==> config.mk <==
export PLATFORM = sky130hd
export DESIGN_NAME = audio_halfrate_dither_quantizer_flat
export DESIGN_NICKNAME = d
export VERILOG_FILES = /design/src/rtl/ahdq_pkg.sv /design/src/rtl/ahdq_ifs.sv /design/src/rtl/audio_halfrate_dither_quantizer.sv /design/src/flat_wrapper.sv
export SDC_FILE = /design/constraint.sdc
export NUM_CORES = 1
export LEC_CHECK = 0
export ABC_AREA = 1
export BUFFER_PORTS_ARGS = -buffer_cell sky130_fd_sc_hd__buf_4
export CORE_UTILIZATION = 45
export CTS_CLUSTER_SIZE = 30
export DETAILED_ROUTE_END_ITERATION = 16
export SLEW_MARGIN = 25
export SYNTH_ARGS = -nofsm -noshare
export SYNTH_HDL_FRONTEND = slang
export SYNTH_SLANG_ARGS = --single-unit
==> constraint.sdc <==
create_clock -name i_clk -period 18.2 [get_ports i_clk]
set_input_delay 1.82 -clock i_clk [delete_from_list [all_inputs] [get_ports i_clk]]
set_output_delay 1.82 -clock i_clk [all_outputs]
set_load 0.02 [all_outputs]
==> src/rtl/ahdq_pkg.sv <==
// ----------------------------------------------------------------------------
// ahdq_pkg: shared types and constants of the half-rate dither quantizer
// Beat payload layouts, configuration register indexes and the limits of
// the 8-bit mono clip.
// ----------------------------------------------------------------------------
package ahdq_pkg;

    localparam int SAMPLE_W   = 16;
    localparam int MONO_W     = 8;
    localparam int CFG_IDX_W  = 8;
    localparam int CFG_DATA_W = 8;
    localparam int GAIN_W     = 8;
    localparam int ERR_W      = 12;

    // Mono clip limits.
    localparam int MONO_MIN = -128;
    localparam int MONO_MAX = 127;

    // Configuration register indexes.
    localparam logic [CFG_IDX_W-1:0] CFG_OUTPUT_MODE = 8'd0;
    localparam logic [CFG_IDX_W-1:0] CFG_GAIN        = 8'd1;

    localparam logic [GAIN_W-1:0] GAIN_RESET = 8'd64;

    typedef enum logic {
        MODE_STEREO16 = 1'b0,
        MODE_MONO8    = 1'b1
    } t_mode;

    typedef struct packed {
        logic signed [SAMPLE_W-1:0] left_sample;
        logic signed [SAMPLE_W-1:0] right_sample;
    } t_frame;

    typedef struct packed {
        logic signed [SAMPLE_W-1:0] left_out;
        logic signed [SAMPLE_W-1:0] right_out;
        logic signed [MONO_W-1:0]   mono_out;
    } t_result;

    typedef struct packed {
        logic [CFG_IDX_W-1:0]  index;
        logic [CFG_DATA_W-1:0] data;
    } t_cfg;

endpackage

==> src/rtl/ahdq_ifs.sv <==
// ----------------------------------------------------------------------------
// ahdq_ifs: valid/ready channels of the half-rate dither quantizer
// Frame input, result output and configuration write channels.
// ----------------------------------------------------------------------------
interface ahdq_frame_if;
    logic            valid;
    logic            ready;
    ahdq_pkg::t_frame data;

    modport source (output valid, output data, input ready);
    modport sink   (input valid, input data, output ready);
endinterface

interface ahdq_result_if;
    logic             valid;
    logic             ready;
    ahdq_pkg::t_result data;

    modport source (output valid, output data, input ready);
    modport sink   (input valid, input data, output ready);
endinterface

interface ahdq_cfg_if;
    logic          valid;
    logic          ready;
    ahdq_pkg::t_cfg data;

    modport source (output valid, output data, input ready);
    modport sink   (input valid, input data, output ready);
endinterface

==> src/rtl/audio_halfrate_dither_quantizer.sv <==
// ----------------------------------------------------------------------------
// audio_halfrate_dither_quantizer: 2:1 stereo decimator with 8-bit dither
// Filters stereo frames with a [1/4,1/2,1/4] kernel, emits one result for
// every pair of frames, and optionally folds it to a dithered 8-bit mono
// sample with error feedback.
// ----------------------------------------------------------------------------
//
//  Channel   | Dir | Payload                                  | Beat
//  ----------+-----+------------------------------------------+----------------
//  i_frame   | in  | left_sample, right_sample (s16)          | valid & ready
//  o_result  | out | left_out, right_out (s16), mono_out (s8) | valid & ready
//  i_cfg     | in  | index (u8), data (u8)                    | valid & ready
//
// One frame beat is accepted every cycle unless a stalled result backs up
// into the input register. A frame is registered in the input register,
// and its result is then registered in the result register, which drives
// result valid. Every odd frame produces a result; even frames only update
// filter state. A stalled result blocks the input register, which still
// holds one frame, so the input stops only when both registers are full.
// Reset (synchronous, active low) clears the filter and dither state, the
// frame phase and the configuration registers (16-bit mode, gain 64).
// ----------------------------------------------------------------------------
module audio_halfrate_dither_quantizer (
    input  logic                 i_clk,
    input  logic                 i_rst_n,
    ahdq_frame_if.sink           i_frame,
    ahdq_result_if.source        o_result,
    ahdq_cfg_if.sink             i_cfg
);

    // ------------------------------------------------------------------
    // Configuration registers. Writes are always accepted; an index that
    // names no register is dropped.
    // ------------------------------------------------------------------
    ahdq_pkg::t_mode                   r_mode;
    logic [ahdq_pkg::GAIN_W-1:0]       r_gain;

    assign i_cfg.ready = 1'b1;

    always_ff @(posedge i_clk) begin
        if (!i_rst_n) begin
            r_mode <= ahdq_pkg::MODE_STEREO16;
            r_gain <= ahdq_pkg::GAIN_RESET;
        end else if (i_cfg.valid) begin
            if (i_cfg.data.index == ahdq_pkg::CFG_OUTPUT_MODE) begin
                r_mode <= ahdq_pkg::t_mode'(i_cfg.data.data[0]);
            end
            if (i_cfg.data.index == ahdq_pkg::CFG_GAIN) begin
                r_gain <= i_cfg.data.data[ahdq_pkg::GAIN_W-1:0];
            end
        end
    end

    // ------------------------------------------------------------------
    // Input register. It advances whenever the result register can take
    // what this frame produces (or when it is empty).
    // ------------------------------------------------------------------
    logic                              r_in_valid;
    ahdq_pkg::t_frame                  r_in;
    logic                              r_out_valid;
    ahdq_pkg::t_result                 r_out;
    logic                              w_adv;
    logic                              w_proc;

    assign w_adv         = !r_out_valid || o_result.ready;
    assign w_proc        = r_in_valid && w_adv;
    assign i_frame.ready = !r_in_valid || w_adv;

    always_ff @(posedge i_clk) begin
        if (!i_rst_n) begin
            r_in_valid <= 1'b0;
        end else if (i_frame.ready) begin
            r_in_valid <= i_frame.valid;
        end
    end

    always_ff @(posedge i_clk) begin
        if (i_frame.valid && i_frame.ready) begin
            r_in <= i_frame.data;
        end
    end

    // ------------------------------------------------------------------
    // Filter state. The even frame contributes half its value on top of
    // the quarter tap kept from the previous odd frame; the odd frame then
    // adds its own quarter tap. All sums stay inside 16 bits.
    // ------------------------------------------------------------------
    logic                              r_phase;
    logic signed [15:0]                r_held_l;
    logic signed [15:0]                r_held_r;
    logic signed [13:0]                r_tap_l;
    logic signed [13:0]                r_tap_r;
    logic signed [ahdq_pkg::ERR_W-1:0] r_dither;

    logic signed [14:0] w_half_l;
    logic signed [14:0] w_half_r;
    logic signed [13:0] w_qtr_l;
    logic signed [13:0] w_qtr_r;
    logic signed [15:0] w_held_l;
    logic signed [15:0] w_held_r;
    logic signed [15:0] w_ol;
    logic signed [15:0] w_or;

    assign w_half_l = r_in.left_sample[15:1];
    assign w_half_r = r_in.right_sample[15:1];
    assign w_qtr_l  = r_in.left_sample[15:2];
    assign w_qtr_r  = r_in.right_sample[15:2];

    assign w_held_l = {{2{r_tap_l[13]}}, r_tap_l} + {w_half_l[14], w_half_l};
    assign w_held_r = {{2{r_tap_r[13]}}, r_tap_r} + {w_half_r[14], w_half_r};
    assign w_ol     = r_held_l + {{2{w_qtr_l[13]}}, w_qtr_l};
    assign w_or     = r_held_r + {{2{w_qtr_r[13]}}, w_qtr_r};

    // ------------------------------------------------------------------
    // Mono quantizer: scale the summed pair by gain/128, subtract the last
    // error, round on bit 7, truncate toward zero by 256 and clip. The new
    // error is taken from the unclipped quotient, so it stays well inside
    // twelve bits.
    // ------------------------------------------------------------------
    logic signed [16:0] w_sum;
    logic signed [25:0] w_prod;
    logic signed [18:0] w_scaled;
    logic signed [19:0] w_pre;
    logic signed [20:0] w_rnd;
    logic signed [20:0] w_bias;
    logic signed [12:0] w_q;
    logic signed [20:0] w_err;
    logic signed [7:0]  w_mono;

    assign w_sum    = {w_ol[15], w_ol} + {w_or[15], w_or};
    assign w_prod   = w_sum * $signed({1'b0, r_gain});
    assign w_scaled = w_prod[25:7];
    assign w_pre    = {w_scaled[18], w_scaled}
                    - {{(20 - ahdq_pkg::ERR_W){r_dither[ahdq_pkg::ERR_W-1]}}, r_dither};
    assign w_rnd    = {w_pre[19], w_pre} + {13'd0, w_pre[7], 7'd0};
    // Negative values are biased so that the shift truncates toward zero.
    assign w_bias   = w_rnd[20] ? (w_rnd + 21'sd255) : w_rnd;
    assign w_q      = w_bias[20:8];
    assign w_err    = {w_q, 8'd0} - {w_pre[19], w_pre};

    always_comb begin
        priority if (w_q < ahdq_pkg::MONO_MIN) begin
            w_mono = 8'(ahdq_pkg::MONO_MIN);
        end else if (w_q > ahdq_pkg::MONO_MAX) begin
            w_mono = 8'(ahdq_pkg::MONO_MAX);
        end else begin
            w_mono = w_q[7:0];
        end
    end

    always_ff @(posedge i_clk) begin
        if (!i_rst_n) begin
            r_phase  <= 1'b0;
            r_held_l <= '0;
            r_held_r <= '0;
            r_tap_l  <= '0;
            r_tap_r  <= '0;
            r_dither <= '0;
        end else if (w_proc) begin
            r_phase <= !r_phase;
            if (!r_phase) begin
                r_held_l <= w_held_l;
                r_held_r <= w_held_r;
            end else begin
                r_tap_l <= w_qtr_l;
                r_tap_r <= w_qtr_r;
                if (r_mode == ahdq_pkg::MODE_MONO8) begin
                    r_dither <= w_err[ahdq_pkg::ERR_W-1:0];
                end
            end
        end
    end

    // ------------------------------------------------------------------
    // Result register. It loads on odd frames and empties on a taken beat.
    // ------------------------------------------------------------------
    always_ff @(posedge i_clk) begin
        if (!i_rst_n) begin
            r_out_valid <= 1'b0;
        end else if (w_adv) begin
            r_out_valid <= w_proc && r_phase;
        end
    end

    always_ff @(posedge i_clk) begin
        if (w_proc && r_phase) begin
            r_out.left_out  <= w_ol;
            r_out.right_out <= w_or;
            r_out.mono_out  <= (r_mode == ahdq_pkg::MODE_MONO8) ? w_mono : 8'sd0;
        end
    end

    assign o_result.valid = r_out_valid;
    assign o_result.data  = r_out;

`ifndef ASSERT_OFF
    // An even frame only feeds the filter and never leaves a result behind.
    a_even_no_result: assert property (@(posedge i_clk) disable iff (!i_rst_n)
        (w_proc && !r_phase) |=> !r_out_valid)
        else $error("even frame produced a result");

    // An odd frame always lands in the result register on the next edge.
    a_odd_result: assert property (@(posedge i_clk) disable iff (!i_rst_n)
        (w_proc && r_phase) |=> r_out_valid)
        else $error("odd frame lost its result");

    // In 16-bit mode the dither error is frozen.
    a_dither_frozen: assert property (@(posedge i_clk) disable iff (!i_rst_n)
        (w_proc && r_phase && r_mode == ahdq_pkg::MODE_STEREO16) |=> $stable(r_dither))
        else $error("dither error moved in 16-bit mode");

    // The feedback error stays within its proven bounds.
    a_dither_range: assert property (@(posedge i_clk) disable iff (!i_rst_n)
        (r_dither >= -12'sd255) && (r_dither <= 12'sd383))
        else $error("dither error out of range");

    // A full input register waiting on a stalled result is not overwritten.
    a_in_hold: assert property (@(posedge i_clk) disable iff (!i_rst_n)
        (r_in_valid && !w_adv) |=> (r_in_valid && $stable(r_in)))
        else $error("input register lost a stalled frame");
`endif

endmodule

==> src/flat_wrapper.sv <==
// flat-port wrapper written by rule: the top's interface ports become plain ports
module audio_halfrate_dither_quantizer_flat 
  (i_clk, i_rst_n, i_frame_valid, i_frame_data, i_frame_ready, o_result_valid, o_result_data, o_result_ready, i_cfg_valid, i_cfg_data, i_cfg_ready);
  ahdq_frame_if i_frame_i ();
  ahdq_result_if o_result_i ();
  ahdq_cfg_if i_cfg_i ();
  input  logic i_clk;
  input  logic i_rst_n;
  input wire logic [$bits(i_frame_i.valid)-1:0] i_frame_valid;
  input wire logic [$bits(i_frame_i.data)-1:0] i_frame_data;
  output wire logic [$bits(i_frame_i.ready)-1:0] i_frame_ready;
  output wire logic [$bits(o_result_i.valid)-1:0] o_result_valid;
  output wire logic [$bits(o_result_i.data)-1:0] o_result_data;
  input wire logic [$bits(o_result_i.ready)-1:0] o_result_ready;
  input wire logic [$bits(i_cfg_i.valid)-1:0] i_cfg_valid;
  input wire logic [$bits(i_cfg_i.data)-1:0] i_cfg_data;
  output wire logic [$bits(i_cfg_i.ready)-1:0] i_cfg_ready;
  assign i_frame_i.valid = i_frame_valid;
  assign i_frame_i.data = i_frame_data;
  assign i_frame_ready = i_frame_i.ready;
  assign o_result_valid = o_result_i.valid;
  assign o_result_data = o_result_i.data;
  assign o_result_i.ready = o_result_ready;
  assign i_cfg_i.valid = i_cfg_valid;
  assign i_cfg_i.data = i_cfg_data;
  assign i_cfg_ready = i_cfg_i.ready;
  audio_halfrate_dither_quantizer u_core (.i_clk(i_clk), .i_rst_n(i_rst_n), .i_frame(i_frame_i), .o_result(o_result_i), .i_cfg(i_cfg_i));
endmodule
# After elaboration in Yosys (flattened, before gate mapping)
# Index checks and enable logic that the tools add are counted.
[classes]
bitwise = 2
n_eq_ne = 1
muxes = 3
n_addsub = 9
n_mul = 1
reduce_logical = 15
n_lt_le_gt_ge = 2
[ops]
columns = ["operator", "count"]
rows = [
  ["$add A14 B15 Y16", 2],
  ["$add A16 B16 Y16", 2],
  ["$mul A17 B9 Y26", 1],
  ["$add A20 B9 Y21", 1],
  ["$add A21 B9 Y21 const B", 1],
  ["$mux W21", 1],
  ["$sub A19 B12 Y20", 1],
  ["$add A16 B16 Y17", 1],
  ["$mux W8", 2],
  ["$gt A13 B8 Y1 const B", 1],
  ["$lt A13 B8 Y1 const B", 1],
  ["$sub A12 B12 Y12", 1],
  ["$eq A8 B1 Y1 const B", 1],
  ["$logic_not A8 Y1", 1],
  ["$reduce_and A2 Y1", 4],
  ["$logic_and A1 B1 Y1", 3],
  ["$logic_not A1 Y1", 3],
  ["$reduce_and A3 Y1", 1],
  ["$logic_or A1 B1 Y1", 2],
  ["$not A1 Y1", 2],
  ["$reduce_or A2 Y1", 1],
]
[word_totals]
inputBits = 53
out_inout_bits = 43
word_cells = 49
ff_bits = 156

# Depth between registers and ports, before layout
# Gate-level depths: netlist of run 1.
[logic_depth]
word_depth = 10
ltp_mapped = 69
mapped_depth_nobuf = 69

# Least setup slack after synthesis of run 1
# No wires, ideal clock.
[synth_path]
path_type = "register to register"
start = "register u_core.r_in[4] (netlist bit)"
end = "register u_core.r_dither[11] (netlist bit)"
stages_incl_launch_ff = 65
t_required_ps = 18144
arrival_ps = 9923
path_buffers = 0
path_slack_ps = 8221
path_cell_list = "edfxtp_1 > ha_1 > nand3_1 > nand2_1 > a21oi_1 > o21bai_1 > a21oi_1 > o21bai_1 > a21oi_1 > o21bai_1 > a21oi_1 > nor2_1 > nor2_1 > xor2_1 > ha_1 > a21oi_1 > o21ai_0 > o21bai_1 > [... 29 more ...] > nand4_1 > nand3_1 > nor2_2 > nand3_4 > nand3_1 > nor2_1 > xor2_1 > inv_1 > ha_1 > a21oi_1 > nor2_1 > nor2_1 > o21ai_0 > xor2_1 > xor2_1 > o21ai_0 > nand2_1 > inv_1"
[synth_between]
elab_chain_cells = 8
[synth_lines]
columns = ["element", "line", "rtl"]
rows = [
  ["from (decl)", "audio_halfrate_dither_quantizer.sv:59", "ahdq_pkg::t_frame r_in;"],
  ["from (signal assigned)", "audio_halfrate_dither_quantizer.sv:79", "r_in <= i_frame.data;"],
  ["$add A16 B16 Y16 (*)", "audio_halfrate_dither_quantizer.sv:112", "assign w_or = r_held_r + {{2{w_qtr_r[13]}}, w_qtr_r};"],
  ["named net u_core.w_or[11]", "audio_halfrate_dither_quantizer.sv:102", "logic signed [15:0] w_or;"],
  ["$add A16 B16 Y17 (*)", "audio_halfrate_dither_quantizer.sv:130", "assign w_sum = {w_ol[15], w_ol} + {w_or[15], w_or};"],
  ["$mul A17 B9 Y26 (*)", "audio_halfrate_dither_quantizer.sv:131", "assign w_prod = w_sum * $signed({1'b0, r_gain});"],
  ["$sub A19 B12 Y20 (*)", "audio_halfrate_dither_quantizer.sv:134", "- {{(20 - ahdq_pkg::ERR_W){r_dither[ahdq_pkg::ERR_W-1]}}, r_dither};"],
  ["$add A20 B9 Y21", "audio_halfrate_dither_quantizer.sv:135", "assign w_rnd = {w_pre[19], w_pre} + {13'd0, w_pre[7], 7'd0};"],
  ["$add A21 B9 Y21", "audio_halfrate_dither_quantizer.sv:137", "assign w_bias = w_rnd[20] ? (w_rnd + 21'sd255) : w_rnd;"],
  ["$mux W21", "audio_halfrate_dither_quantizer.sv:137", ""],
  ["$sub A12 B12 Y12 (*)", "audio_halfrate_dither_quantizer.sv:139", "assign w_err = {w_q, 8'd0} - {w_pre[19], w_pre};"],
  ["to (signal assigned)", "audio_halfrate_dither_quantizer.sv:168", "r_dither <= w_err[ahdq_pkg::ERR_W-1:0];"],
  ["to (decl)", "audio_halfrate_dither_quantizer.sv:93", "logic signed [ahdq_pkg::ERR_W-1:0] r_dither;"],
]
# The timed path passes the listed nets; every way through them passes the cells marked *.
# A chain may end at the register's enable or synchronous reset.

# Worst setup path in the final report of run 1
[layout_path]
start = "register u_core.r_in[19] (netlist bit)"
end = "register u_core.r_dither[11] (netlist bit)"
[layout_between]
elab_chain_cells = 8
[layout_lines]
columns = ["element", "line", "rtl"]
rows = [
  ["$add A16 B16 Y16 (*)", "audio_halfrate_dither_quantizer.sv:111", "assign w_ol = r_held_l + {{2{w_qtr_l[13]}}, w_qtr_l};"],
  ["named net u_core.w_ol[15]", "audio_halfrate_dither_quantizer.sv:101", "logic signed [15:0] w_ol;"],
  ["$add A16 B16 Y17 (*)", "audio_halfrate_dither_quantizer.sv:130", ""],
  ["$mul A17 B9 Y26 (*)", "audio_halfrate_dither_quantizer.sv:131", ""],
  ["$sub A19 B12 Y20 (*)", "audio_halfrate_dither_quantizer.sv:134", ""],
  ["$add A20 B9 Y21", "audio_halfrate_dither_quantizer.sv:135", ""],
  ["$add A21 B9 Y21", "audio_halfrate_dither_quantizer.sv:137", ""],
  ["$mux W21", "audio_halfrate_dither_quantizer.sv:137", ""],
  ["$sub A12 B12 Y12 (*)", "audio_halfrate_dither_quantizer.sv:139", ""],
]
# Marked as above.

==> results.yml, run 1 <==
clock_tree:
  clock_path_buffers: 2
  numCtsBuffers: 17
  cts_root_buffer: "clkbuf_16"
  post_cts_buffers: 0
  cts.sinks: 154
  cts_resized: 0
  postCtsHoldBufs: 0
  ctsHtreeMaxLevel: 4
  clk_latency_ps: 430
  cts_tree: "built"
  cts.reportedPaths.clkPinSlew_ps: 60
power_and_ir_drop:
  power_leakage_nw: 8.82
  vdd_drop_max_v: 0.000184
  powerDensity_nw_per_um2: 172
floorplanning:
  core_area_um2: 33900
  ios: 96
  initial_utilization_pct: 46.2
  die_w_um: 188
  dieArea_um2: 35500
  num_rows: 67
  die_y_um: 188
setup_path:
  critPathMaxStageDelay_ps: 520
  critPathMaxFanout: 6
  crit_slowest_cell: "fa_1"
  cp-start-kind: "register"
  cpMostUsedCell: "nand2_1"
  reg2reg_slack_ps: 6240
  rr_worst_depth: 63
  cp.required_ps: 18530
  r2r-start: "u_core.r_in[19]$_DFFE_PP_"
  crit_type: "register to register"
  arrival_ps: 12290
  rr_endpoint: "u_core.r_dither[11]$_SDFFE_PN0P_"
  worstSetupEndpointType: "register"
yosys:
  async_flop_share_pct: 0
  ys_warn_count: 0
  synth-seq-cells: 154
  synth_edf_count: 70
  synth_area_leaders: "fa_1 (14%), edfxtp_1 (13%), ha_1 (12%)"
  synth_cells: 2042
  ys_types: 52
  ys_seq_area_share_pct: 24.2
  syn-num-nets: 2358
  synth_area_um2: 15600
  ys.flop_type: "dfxtp_1"
  yosys.area.top_type: "fa_1"
  synth_area_per_cell_um2: 7.66
  synth.top_cell.area_share_pct: 14.0
global_route:
  grt_pass1_vias: 12700
  grt_pass1_wl_um: 62500
  grt_max_degree: 76
  grt_usage_pct: 21.9
  grt_overflow: 0
  antenna_found_initial: 0
route:
  viasPerCell: 4.97
  post_drt_wl_per_cell_um: 14.4
  totalWireLength_um: 37300
  drt_iter0_markers: 704
  firstDrtPassIters: 6
  ant_nets: 0
  num_vias: 12800
  drc: 0
sta:
  finalHoldViolations: 0
  min_period_ps: 11960
  rsz0062_at_grt: "false"
  fmax_mhz: 83.6
  finalHoldWorstSlack_ps: 484
  slew_headroom_pct: 40.2
  finalSetupViolations: 0
  tns_ps: 0
  slew_violations: 0
  fin_skew_ps: 7.41
  worstMarginPinSlew_ps: 891
  layout_worst_path_cycle_share_pct: 65.7
finish:
  n_fill_cell: 3331
  layout.cells.most_common: "inv_1"
  antennaDiodeCount: 0
  layout.nets: 2436
  final_cell_mix: "inv_1 (379), nand2_1 (370), nor2_1 (194), ha_1 (154), a21oi_1 (138)"
  syn2layout_area_growth_pct: 11.0
  drive_above_1_share_pct: 10.1
  post-route-cell-area_um2: 17400
outcome:
  status: "finished, final reports clean"
placed_design:
  gp_congestion: 0.876
  placed_cell_area_um2: 16800
  hpwl_um: 30700
  port_buffers: 92
run:
  drv_cap: 0
worst_hold_path:
  min_path_type: "register to register"
  worstHoldStart: "u_core.r_held_l[15]$_SDFFE_PN0P_"
  min_to: "u_core.r_held_l[15]$_SDFFE_PN0P_"
  whs_path_depth: 2
==> per-stage QoR <==
stage	instances	power, mW	setup WS [ps]	utilization, %
after global placement	2549	2.61	6430	49.5
after CTS	2581	3.00	6230	51.2
after global routing	2581	3.33	5020	51.2
after floorplan	2042	2.16	8220	-
final	2581	2.99	6240	51.2
after detailed placement	2549	2.63	6300	49.5
==> worst max-delay path: cells and delay by family (launching register included) <==
family / cells / cell delay [ps]
compound gates: 19 / 3380
xor+xnor: 6 / 1430
fa+ha+maj: 9 / 3460
buf+inv: 10 / 780
flops: 1 / 440
simple gates: 19 / 2360
==> worst max path at each step <==
stage | start | endpoint | slack, ps
floorplan | u_core.r_in[4]$_DFFE_PP_ | u_core.r_dither[11]$_SDFFE_PN0P_ | 8220
global placement | u_core.r_in[19]$_DFFE_PP_ | u_core.r_dither[11]$_SDFFE_PN0P_ | 6430
detailed placement | u_core.r_in[19]$_DFFE_PP_ | u_core.r_dither[11]$_SDFFE_PN0P_ | 6300
CTS | u_core.r_in[19]$_DFFE_PP_ | u_core.r_dither[11]$_SDFFE_PN0P_ | 6230
global route | u_core.r_in[19]$_DFFE_PP_ | u_core.r_dither[11]$_SDFFE_PN0P_ | 5020
finish | u_core.r_in[19]$_DFFE_PP_ | u_core.r_dither[11]$_SDFFE_PN0P_ | 6240
==> cells in the mapped netlist, drive strengths merged (8+ instances only) <==
cell type / n
nand2: 402
inv: 397
nor2: 216
ha: 154
a21oi: 142
o21ai: 116
fa: 109
nand3: 96
dfxtp: 84
xor2: 77
edfxtp: 70
xnor2: 33
clkbuf: 32
o21bai: 27
nand4: 18
nor3: 12
a21boi: 8
==> final cells by class <==
class,instances,area (um2),share of cell area (%)
flip-flops and latches,154,3780,21.8
repair buffers,95,713,4.11
clock inverters,11,121,0.699
inverters,402,1510,8.70
well taps,448,561,3.23
multi-input cells,1450,10200,58.9
clock buffers,21,450,2.60
==> sequential cells by signal, summed over array words and instances, names as in the netlist <==
signal / flops
u_core.r_tap_l: 14
u_core.r_in_valid: 1
u_core.r_gain: 8
u_core.o_result.data: 40
u_core.r_in: 30
u_core.r_held_l: 16
u_core.r_dither: 12
u_core.r_phase: 1
u_core.r_mode: 1
u_core.r_tap_r: 14
u_core.r_held_r: 16
u_core.o_result.valid: 1
==> kinds of logic after synthesis <==
group | Yosys count | share of synthesized area (%)
AOI/OAI and AO/OA | 313 | 11.1
xor gates and xnor gates | 110 | 6.26
adders and majority gates | 263 | 26.3
buffers and inverters | 438 | 10.6
DFF | 154 | 24.2
other | 1 | 0.0240
and+or+nand+nor | 763 | 21.5
==> layer usage <==
layer / vias up / routed length (um) / global-route usage (%)
li1: 6628 / - / -
met1: 5954 / 17700 / 28.8
met2: 207 / 17500 / 37.4
met3: 39 / 1300 / 3.35
met4: 0 / 711 / 5.61
met5: - / 0 / 0
==> power breakdown <==
group | switching, mW | leakage, nW | internal [mW] | total [mW]
clock network | 0.142 | 0.270 | 0.205 | 0.347
logic | 1.51 | 7.21 | 0.751 | 2.26
registers | 0.00902 | 1.35 | 0.379 | 0.388
Note: power is estimated with default switching activity, not from simulation.
==> run 2, diff against run 1 <==
==> constraint.sdc (replaced) <==
create_clock -name i_clk -period 10 [get_ports i_clk]
set_input_delay 1 -clock i_clk [delete_from_list [all_inputs] [get_ports i_clk]]
set_output_delay 1 -clock i_clk [all_outputs]
set_load 0.02 [all_outputs]
==> results.yml, run 2 (synthesized netlist as in run 1, its figures left out) <==
outcome:
  status: "complete, but fails checks"
  violations: "setup timing"
clock_tree:
  cts.sinks: 154
  ctsHtreeMaxLevel: 4
  cts.reportedPaths.clkPinSlew_ps: 70
  cts_tree: "built"
  cts_root_buffer: "clkbuf_16"
  postCtsHoldBufs: 0
  clk_latency_ps: 430
  clock_path_buffers: 2
  numCtsBuffers: 17
power_and_ir_drop:
  powerDensity_nw_per_um2: 390
  vdd_drop_max_v: 0.000530
  power_leakage_nw: 11.0
  finalPower_mw: 8.48
worst_hold_path:
  min_path_type: "register to register"
floorplanning:
  num_rows: 67
  dieArea_um2: 35500
  ios: 96
  die_w_um: 188
  die_y_um: 188
  initial_utilization_pct: 46.2
  core_area_um2: 33900
setup_path:
  cp.required_ps: 10190
  r2r-start: "u_core.r_in[2]$_DFFE_PP_"
  cpMostUsedCell: "buf_4"
  worstSetupEndpoint: "u_core.o_result.data[4]$_SDFFCE_PP0P_"
  crit_type: "register to register"
  critPathMaxFanout: 7
  worstSetupEndpointType: "register"
  reg2reg_slack_ps: -150
  rr_endpoint: "u_core.o_result.data[4]$_SDFFCE_PP0P_"
  arrival_ps: 10340
  rr_worst_depth: 65
  crit_slowest_cell: "fa_1"
  critPathMaxStageDelay_ps: 560
  setup.worst_path.start: "u_core.r_in[2]$_DFFE_PP_"
  cp-start-kind: "register"
route:
  ant_nets: 0
  num_vias: 14500
  drt_iter0_markers: 607
  post_drt_wl_per_cell_um: 14.1
  viasPerCell: 4.86
  firstDrtPassIters: 5
  totalWireLength_um: 42000
  drc: 0
finish:
  layout.nets: 2840
  multi_input_area_um2: 11500
  ff_latch_area_um2: 3780
  drive_above_1_share_pct: 33.5
  syn2layout_area_growth_pct: 39.2
  utilization_pct: 64.2
  layout.cells.most_common: "buf_4"
  final_cell_mix: "buf_4 (486), inv_1 (356), nand2_1 (318), nor2_1 (176), ha_1 (121)"
  n_fill_cell: 2907
  antennaDiodeCount: 0
  largest_reg_flops: 40
placed_design:
  hpwl_um: 32900
  gp_congestion: 0.911
  pre_cts_ws_ps: -904
  port_buffers: 92
global_route:
  grt_pass1_wl_um: 68100
  antenna_found_initial: 0
  grt_overflow: 0
  grt_max_degree: 76
  grt_usage_pct: 23.7
  grt_pass1_vias: 14500
run:
  drv_cap: 0
sta:
  slew_headroom_pct: 38.9
  min_period_ps: 10150
  layout_worst_path_cycle_share_pct: 102
  worstMarginPinSlew_ps: 911
  fin_skew_ps: 11.1
  worst_slack_ps: -152
  finalHoldViolations: 0
  rsz0062_at_grt: "true"
  fmax_mhz: 98.5
  finalSetupViolations: 8
  slew_violations: 0
==> run 2: cell count changes in the layout (fill, tap and decap cells not counted), moves of 26 or more <==
cell,previous run,this run
nand2_2,26,64
ha_4,0,30
a21oi_1,138,99
a21oi_2,4,30
buf_4,95,486
ha_1,154,121
nand2_1,370,318
==> run 2: through the flow <==
step           instance area [um2]  hold WS [ps]  TNS (ps)  instances
6_report                     21800           493     -1020       2985
2_1_floorplan                15600           435         0       2042
3_5_place_dp                 19400           483     -5800       2896
5_1_grt                      21800           506     -6790       2985
4_1_cts                      21000           492     -42.4       2969
3_3_place_gp                 19400           473     -3240       2896
==> run 2: how the worst min path moves through the flow <==
stage | cells after the start | from | end
6_report | 2 | u_core.r_dither[2]$_SDFFE_PN0P_ | u_core.r_dither[2]$_SDFFE_PN0P_
5_1_grt | 2 | u_core.r_dither[2]$_SDFFE_PN0P_ | u_core.r_dither[2]$_SDFFE_PN0P_
4_1_cts | 2 | u_core.r_dither[2]$_SDFFE_PN0P_ | u_core.r_dither[2]$_SDFFE_PN0P_
3_5_place_dp | 2 | u_core.r_dither[2]$_SDFFE_PN0P_ | u_core.r_dither[2]$_SDFFE_PN0P_
3_3_place_gp | 2 | u_core.r_held_l[15]$_SDFFE_PN0P_ | u_core.r_held_l[15]$_SDFFE_PN0P_
2_1_floorplan | 2 | u_core.r_dither[2]$_SDFFE_PN0P_ | u_core.r_dither[2]$_SDFFE_PN0P_
==> run 2: final cells by class <==
| cell class | instances | area share (%) |
|---|---|---|
| Timing Repair Buffer | 499 | 17.5 |
| Clock buffer | 19 | 2.04 |
| Sequential cell | 154 | 17.4 |
| Clock inverter | 13 | 0.437 |
| Multi-Input combinational cell | 1450 | 53.1 |
| Inverter | 402 | 6.99 |
| Tap cell | 448 | 2.58 |
==> run 2: where the power goes <==
part	switching (mW)	internal, mW
Sequential	0.0155	0.690
Clock	0.267	0.325
Combinational	3.76	3.42
Total	4.04	4.44
==> run 2: metal layers <==
| layer | GRT usage [%] | share of wire [%] | vias to the layer above |
|---|---|---|---|
| met1 | 29.8 | 45 | 6787 |
| met2 | 41.9 | 49 | 217 |
| met3 | 2.12 | 2.6 | 63 |
| li1 | - | - | 7429 |
| met5 | 0 | 0 | - |
| met4 | 9.18 | 3.2 | 0 |
==> run 2: repair_timing <==
| action | in CTS | in global routing |
|---|---|---|
| pin swaps | 123 | 135 |
| resized for setup | 174 | 143 |
| endpoints found under the setup margin | 12 | 12 |
| setup buffers | 41 | 16 |
==> run 2: critical path, delay by kind of cell (launching register included) <==
kind	cells	cell delay [ps]
adders and majority gates	9	3580
and+or+nand+nor	25	2420
AOI/OAI and AO/OA	13	1660
buffers and inverters	16	1630
DFF	1	420
xor gates and xnor gates	2	210
